[src/design/wcpf_pkg.sv]
// Shared types, constants and the suppression test of the window count peak finder.
package wcpf_pkg;

   localparam int MAX_WIDTH_DEF  = 1024;
   localparam int MAX_WINDOW_DEF = 256;
   localparam int MAX_HEIGHT_DEF = 1048576;

   localparam int COUNT_W     = 17;
   localparam int COORD_W     = 25;
   localparam int POS_W       = 22;
   localparam int CSR_IDX_W   = 3;
   localparam int CSR_DATA_W  = 25;
   localparam int REQ_DATA_W  = 8;
   localparam int RSP_DATA_W  = 72;
   localparam int RSP_USER_W  = 2;
   localparam int OUT_DEPTH   = 16;
   localparam int PIPE_STAGES = 4;

   localparam logic [CSR_IDX_W-1:0] REG_REGION_WIDTH  = 3'd0;
   localparam logic [CSR_IDX_W-1:0] REG_REGION_HEIGHT = 3'd1;
   localparam logic [CSR_IDX_W-1:0] REG_WINDOW_SIZE   = 3'd2;
   localparam logic [CSR_IDX_W-1:0] REG_MIN_COUNT     = 3'd3;
   localparam logic [CSR_IDX_W-1:0] REG_ORIGIN_X      = 3'd4;
   localparam logic [CSR_IDX_W-1:0] REG_ORIGIN_Z      = 3'd5;

   // per-request control carried down the pipeline
   typedef struct packed {
      logic       z_first;
      logic       z_ge_w;
      logic       x_first;
      logic       x_ge_w;
      logic       cnt;
      logic [3:0] judge;
      logic       a_ge1;
      logic       a_ge2;
      logic       b_ge1;
      logic       b_ge2;
      logic       scan_end;
      logic       too_small;
   } ctl_type;

   // 3x3 count window, [row][col], row 2 / col 2 newest
   typedef logic [2:0][2:0][COUNT_W-1:0] win_type;

   typedef struct packed {
      logic               too_small;
      logic               end_marker;
      logic               last;
      logic [COORD_W-1:0] cz;
      logic [COORD_W-1:0] cx;
      logic [COUNT_W-1:0] count;
   } rsp_type;

   // true if the square at (cr,cc) reaches minc and no valid neighbour beats it
   function automatic logic square_survives(input win_type win, input logic [2:0] row_ok,
                                            input logic [2:0] col_ok, input int cr,
                                            input int cc, input logic [COUNT_W-1:0] minc);
      logic               keep;
      logic               earlier;
      logic [COUNT_W-1:0] cen;
      logic [COUNT_W-1:0] other;
      int                 r;
      int                 c;
      cen  = win[cr][cc];
      keep = (cen >= minc);
      for (int dz = -1; dz <= 1; dz++) begin
         for (int dx = -1; dx <= 1; dx++) begin
            r = cr + dz;
            c = cc + dx;
            if (!(dz == 0 && dx == 0) && r >= 0 && r <= 2 && c >= 0 && c <= 2) begin
               if (row_ok[r] && col_ok[c]) begin
                  other   = win[r][c];
                  earlier = (dz < 0) || (dz == 0 && dx < 0);
                  if (other > cen || (other == cen && earlier)) begin
                     keep = 1'b0;
                  end
               end
            end
         end
      end
      return keep;
   endfunction

endpackage

[src/design/wcpf_out_fifo.sv]
// Result buffer: takes up to two results per cycle, hands out one while out_ready is high.
module wcpf_out_fifo #(
   parameter int DEPTH = wcpf_pkg::OUT_DEPTH,
   localparam int PW = $clog2(DEPTH),
   localparam int LW = $clog2(DEPTH + 1)
) (
   input  logic              clock,
   input  logic              reset,
   input  logic              push0,
   input  wcpf_pkg::rsp_type data0,
   input  logic              push1,
   input  wcpf_pkg::rsp_type data1,
   output logic              out_valid,
   input  logic              out_ready,
   output wcpf_pkg::rsp_type out_data,
   output logic [LW-1:0]     level
);
   import wcpf_pkg::*;

   rsp_type       mem_ff [0:DEPTH-1];
   logic [PW-1:0] wr_ptr_ff;
   logic [PW-1:0] rd_ptr_ff;
   logic [LW-1:0] level_ff;
   logic [PW-1:0] wr1_ptr;
   logic          pop;

   assign pop     = out_ready && (level_ff != '0);
   assign wr1_ptr = push0 ? (wr_ptr_ff + PW'(1)) : wr_ptr_ff;

   always_ff @(posedge clock) begin
      if (push0) begin
         mem_ff[wr_ptr_ff] <= data0;
      end
      if (push1) begin
         mem_ff[wr1_ptr] <= data1;
      end
      if (reset) begin
         wr_ptr_ff <= '0;
         rd_ptr_ff <= '0;
         level_ff  <= '0;
      end else begin
         wr_ptr_ff <= wr_ptr_ff + PW'(push0) + PW'(push1);
         rd_ptr_ff <= rd_ptr_ff + PW'(pop);
         level_ff  <= level_ff + LW'(push0) + LW'(push1) - LW'(pop);
      end
   end

   assign out_valid = (level_ff != '0);
   assign out_data  = mem_ff[rd_ptr_ff];
   assign level     = level_ff;

endmodule

[config.mk]
export PLATFORM = sky130hd
export DESIGN_NAME = wcpf_out_fifo
export DESIGN_NICKNAME = d
export VERILOG_FILES = /design/src/design/wcpf_pkg.sv /design/src/design/wcpf_out_fifo.sv
export SDC_FILE = /design/constraint.sdc
export NUM_CORES = 1
export LEC_CHECK = 0
export BUFFER_PORTS_ARGS = -buffer_cell sky130_fd_sc_hd__buf_2
export CAP_MARGIN = 10
export CORE_ASPECT_RATIO = 1.75
export CORE_UTILIZATION = 52
export CTS_BUF_LIST = sky130_fd_sc_hd__clkbuf_16
export CTS_CLUSTER_DIAMETER = 40
export DETAILED_ROUTE_END_ITERATION = 8
export PLACE_DENSITY_LB_ADDON = 0.05
export SKIP_CTS_REPAIR_TIMING = 1
export SLEW_MARGIN = 40
export SYNTH_ARGS = -nofsm -noshare
export SYNTH_HDL_FRONTEND = slang
export SYNTH_SLANG_ARGS = --single-unit
[constraint.sdc]
create_clock -name clock -period 9.59 [get_ports clock]
set_input_delay 0.4795 -clock clock [delete_from_list [all_inputs] [get_ports clock]]
set_output_delay 0.4795 -clock clock [all_outputs]
set_load 0.05 [all_outputs]
==> results of run 1 <==
-- worst max-delay path: stages (launching register included) --
cell and delay (ps):
dfxtp_4 770, buf_4 560, buf_12 560, mux4_2 580, a22oi_1 560, nand2_1 230, buf_2 280
-- path summary, 6_finish.rpt --
| kind | startpoint | cells past startpoint | slack [ps] | end |
|---|---|---|---|---|
| worst max-delay path | rd_ptr_ff[0] | 6 | 4780 | out_data[63] |
| worst min-delay path | reset | 2 | 80 | wr_ptr_ff[2] |
| worst max register to register | wr_ptr_ff[0] | 8 | 5360 | mem_ff[3][28] |
| worst min register to register | level[3] | 3 | 660 | level[4] |
-- cell usage after synthesis, drive strengths merged (4+ instances only) --
library cell  count
clkbuf          197
inv              11
a22oi           140
mux4            280
nor3b             7
nor2b            10
nor2             13
a21oi            13
and2              4
dfxtp            13
o21ai             7
buf             154
edfxtp         1120
nand3             6
nand2            72
nor3              9
a21o             15
and3b             5
mux2           1120
ha               12
-- kinds of logic after synthesis --
logic type      share of synthesized area
compound gates                     0.0244
flops                               0.588
fa+ha+maj                         0.00364
xor+xnor                         0.000759
simple gates                       0.0135
mux                                 0.335
buf+inv                            0.0349
-- report_power, final --
group	internal [mW]	switching (mW)
sequential	5.74	0.121
clock	2.95	2.08
combinational	1.38	2.16
total	10.1	4.37
-- routing by layer --
layer,wire (um),track usage,vias to the layer above
met4,6220,0.112,20
met3,9930,0.0521,342
met1,62800,0.366,17303
li1,-,-,13210
met2,93600,0.567,1195
met5,130,0,-
-- cell usage in the layout (no fill, tap or decap), drive strengths merged, types with 2 or more instances in the layout --
cell,synthesis,final
mux2,1120,1120
clkinvlp,0,17
fa,3,3
nand2,72,72
and3b,5,5
ha,12,12
inv,11,24
xnor2,3,3
a21oi,13,13
buf,154,292
and2,4,4
edfxtp,1120,1120
a21o,15,15
clkbuf,197,138
nand3,6,6
mux4,280,280
xor2,2,2
nor3b,7,7
nor3,9,9
clkinv,0,51
and4b,2,2
nor2b,10,10
a211oi,2,2
bufinv,0,13
a22oi,140,140
nor2,13,13
diode,0,8
and3,3,3
dfxtp,13,13
o21ai,7,7
-- area by class of cell --
class	count	area [um^2]
sequential	1133	33900
clock inverter	94	882
antenna	8	20.0
timing repair buffer	293	1860
clock buffer	137	3430
multi-input combinational	1736	22000
fill	8485	46100
tap	1467	1840
inverter	11	41.3
-- flip-flops by register name, indices dropped and copies added, names as in the netlist --
signal	flops
level	5
mem_ff	1120
rd_ptr_ff	4
wr_ptr_ff	4
==> impl_metrics.csv, run 1 <==
group,metric,value,unit
logic_synthesis,yosysTopAreaCell,"edfxtp_1",
clock_tree,clock_latency,750,ps
logic_synthesis,syn_nets,3391,
global_routing,grt_antenna_before_repair,26,
worst_setup_path,path_class,"flop to primary output",
hold_path,hp-class,"primary input to flop",
logic_synthesis,synth-edff-count,1120,
clock_tree,cts-root-buf,"clkbuf_16",
place,detailed_place.area,59600,um^2
run_status,status,"completed",
sta,hold_viol,0,
sta,min_period_over_period,0.502,
clock_tree,numCtsBuffers,130,
clock_tree,clk_pin_slew,60,ps
die,die_area,112000,um^2
route,drt_wl_total,173000,um
clock_tree,clockBufferDepth,3,
global_routing,overflow,0,
power,power_density,226,nW/um^2
route,ant_nets,0,
worst_setup_path,cp.arrival,4330,ps
cells_and_area,final_util,0.581,
sta,skew,16.2,ps
die,die_width,254,um
sta,hold_slack,83.2,ps
clock_tree,cts_tree,"yes",
route,routedWlPerCell,35.4,um
route,drc,0,
sta,slew_headroom,0.398,
logic_synthesis,syn_area_per_cell,17.9,um^2
global_routing,grt_use_total,0.312,
cells_and_area,layout-drive-gt1-share,0.491,
sta,final.setup.worst_slack,4780,ps
logic_synthesis,synthArstFlopShare,0,
logic_synthesis,syn_inst,3231,
logic_synthesis,ys_types,50,
worst_setup_path,cp_max_fo,75,
sta,tightest_slew,903,ps
sta,setup_tns,0,ps
sta,finalMaxSlewViolations,0,
sta,grt_setup_unrepaired,"no",
job,maxCapViolCount,0,
place,dp_slack,5380,ps
route,routed_via_density,6.57,
cells_and_area,nets,3465,
place,dp.cells,4639,
worst_setup_path,endpoint_kind,"primary output",
sta,period_minus_slack,4810,ps
die,die_y,443,um
global_routing,grt_first_pass_wirelength,246000,um
worst_setup_path,cp.required,9110,ps
die,initial_utilization,0.524,
clock_tree,htreeDepth,4,
place,io_buffers,220,
logic_synthesis,yosys_most_used_dff,"edfxtp_1",
logic_synthesis,synth_top_area_share,0.583,
cells_and_area,area_growth,10.8,%
logic_synthesis,synth-seq-cells,1133,
logic_synthesis,ys.warnings.count,0,
cells_and_area,final_area,63900,um^2
die,coreArea,110000,um^2
power,leakage,20.7,nW
global_routing,grt_max_degree,126,
power,power.total,14.4,mW
power,peakVddDrop,0.181,mV
place,gp_congestion,0.824,
global_routing,grt_pass1_vias,34236,
logic_synthesis,netlist_area,57700,um^2
logic_synthesis,synth_area_leaders,"edfxtp_1 (58%), mux2_2 (14%), mux4_2 (11%), mux2_1 (5.3%), mux2_4 (2.9%)",
route,drt-initial-drc-count,2751,
sta,fmax,208,MHz
die,rows,161,
clock_tree,clock-sinks,1133,
worst_setup_path,start_kind,"flop",
die,ios,221,
sta,setup_viol,0,
route,dr.pass1.iters,5,
logic_synthesis,ys_seq_area_frac,0.588,
route,vias,32070,
place,detailed_place_hpwl,95800,um
cells_and_area,layout.cells.non_filler,4879,
Note: power is estimated with default switching activity, not from simulation.
==> run 2, diff against run 1 <==
==> constraint.sdc (replaced) <==
create_clock -name clock -period 4.5 [get_ports clock]
set_input_delay 0.225 -clock clock [delete_from_list [all_inputs] [get_ports clock]]
set_output_delay 0.225 -clock clock [all_outputs]
set_load 0.05 [all_outputs]
==> run 2 against run 1 <==
The flow now finishes with violations (hold timing). First-iteration DRC count down 5.7%. Setup slack got worse by 4200 ps. Wire length decreased by 6.0%. Cell area rose by 1.9%. Final cell count increased by 1.9%. Total power increased by 110%. Clock-buffer cell count increased by 4. Core utilization grew 1.1 points. Sequential power grew 110%. Worst hold slack got worse by 96 ps. Flip-flop and latch count stayed put. Critical endpoint is now mem_ff[0][33].
==> impl_metrics.csv, run 2 (same netlist as run 1, synthesis figures left out) <==
group,metric,value,unit
place,detailed_place.area,60000,um^2
die,rows,161,
clock_tree,clockBufferDepth,3,
route,dr.pass1.iters,7,
power,leakage,21.3,nW
cells_and_area,final_util,0.592,
die,die_width,254,um
cells_and_area,largest_register,"mem_ff",
worst_setup_path,start_kind,"flop",
route,routedWlPerCell,32.6,um
run_status,status,"finished with violations",
hold_path,whs_endpoint,"mem_ff[2][11]",
power,power_density,472,nW/um^2
worst_setup_path,cp.arrival,4380,ps
hold_path,min-delay-start,"data0[11]",
global_routing,grt_first_pass_wirelength,235000,um
cells_and_area,layout_common_cells,"edfxtp_1 (1,120), mux2_2 (737), mux4_2 (280), mux2_1 (273), buf_2 (220)",
sta,fmax,258,MHz
die,ios,221,
worst_setup_path,cp_max_fo,21,
power,power.total,30.8,mW
route,drt_wl_total,162000,um
route,drc,0,
sta,min_period_over_period,0.861,
cells_and_area,final_area,65200,um^2
die,coreArea,110000,um^2
sta,setup_tns,0,ps
worst_setup_path,rr_worst_depth,9,
hold_path,hp-class,"primary input to flop",
sta,hold_slack,-12.4,ps
clock_tree,clock-sinks,1133,
place,gp_congestion,0.790,
worst_setup_path,r2r-end,"mem_ff[0][33]",
clock_tree,clock_latency,760,ps
clock_tree,cts-root-buf,"clkbuf_16",
route,vias,31866,
sta,period_minus_slack,3870,ps
worst_setup_path,rr_startpoint,"wr_ptr_ff[0]",
sta,skew,15.4,ps
worst_setup_path,rrSetupSlack,630,ps
cells_and_area,final_common_cell,"edfxtp_1",
worst_setup_path,cp.required,5000,ps
cells_and_area,layout.cells.non_filler,4972,
sta,setup_viol,0,
clock_tree,numCtsBuffers,132,
job,maxCapViolCount,0,
die,die_area,112000,um^2
run_status,violations,"hold timing",
global_routing,grt_use_total,0.293,
route,ant_nets,0,
place,dp.cells,4647,
cells_and_area,layout-drive-gt1-share,0.481,
worst_setup_path,path_class,"flop to flop",
clock_tree,clk_pin_slew,60,ps
cells_and_area,largest_register_ff_count,1120,
route,drt-initial-drc-count,2594,
die,die_y,443,um
global_routing,grt_max_degree,71,
cells_and_area,area_growth,13.0,%
global_routing,overflow,0,
global_routing,grt_antenna_before_repair,21,
die,initial_utilization,0.524,
clock_tree,htreeDepth,4,
cells_and_area,nets,3558,
sta,hold_viol,5,
sta,grt_setup_unrepaired,"no",
sta,tightest_slew,863,ps
worst_setup_path,endpoint_kind,"flop",
route,routed_via_density,6.41,
hold_path,worstHoldPathCells,2,
global_routing,grt_pass1_vias,34286,
sta,slew_headroom,0.424,
place,detailed_place_hpwl,86400,um
power,peakVddDrop,0.395,mV
sta,finalMaxSlewViolations,0,
clock_tree,cts_tree,"yes",
place,io_buffers,220,
[run 2: cell types whose count changed in the layout (fill, tap and decap cells not counted), sizes merged]
cell,change
buf,+10
clkbuf,+3
bufinv,-3
inv,+17
clkinv,-11
dlygate4sd3,+82
clkinvlp,-5
[run 2: stage by stage]
step | worst slack (ps) | hold WS [ps]
4_1_cts | 715 | -240
5_1_grt | 500 | -0.324
3_3_place_gp | 1080 | 547
3_5_place_dp | 1050 | 558
2_1_floorplan | 603 | 297
6_report | 626 | -12.4
[run 2: critical path, cell delays in order (launching register included)]
cell	delay, ps
dfxtp_1	640
inv_1	220
ha_1	400
and3b_1	270
nor2_1	120
nor3_4	210
buf_4	320
buf_4	480
mux2_4	340
dlygate4sd3_1	560
[run 2: worst max path at each step]
stage / startpoint / endpoint / depth (start not counted)
finish: wr_ptr_ff[0] / mem_ff[0][33] / 9
global route: wr_ptr_ff[0] / mem_ff[0][33] / 9
CTS: rd_ptr_ff[0] / out_data[62] / 5
detailed placement: wr_ptr_ff[0] / mem_ff[0][5] / 8
global placement: wr_ptr_ff[0] / mem_ff[0][6] / 8
floorplan: wr_ptr_ff[0] / mem_ff[3][0] / 7
[run 2: area by class of cell]
class | count | area (um^2)
timing repair buffer | 384 | 3100
multi-input combinational | 1736 | 22000
sequential | 1133 | 33900
clock inverter | 92 | 787
clock buffer | 141 | 3530
tap | 1467 | 1840
fill | 8403 | 44800
antenna | 8 | 20.0
inverter | 11 | 41.3
[run 2: per-layer routing]
layer / share of wire / vias to the layer above / wire, um / GRT usage
met2: 0.53 / 1069 / 86200 / 0.520
li1: - / 13408 / - / -
met3: 0.056 / 314 / 9080 / 0.0535
met5: 0.0011 / - / 178 / 0
met4: 0.029 / 28 / 4680 / 0.0909
met1: 0.38 / 17047 / 62100 / 0.360
[run 2: power by group]
part           switching [mW]  internal [mW]
Clock                    4.46           6.27
Combinational            4.48           3.12
Sequential              0.212           12.2
Total                    9.15           21.6
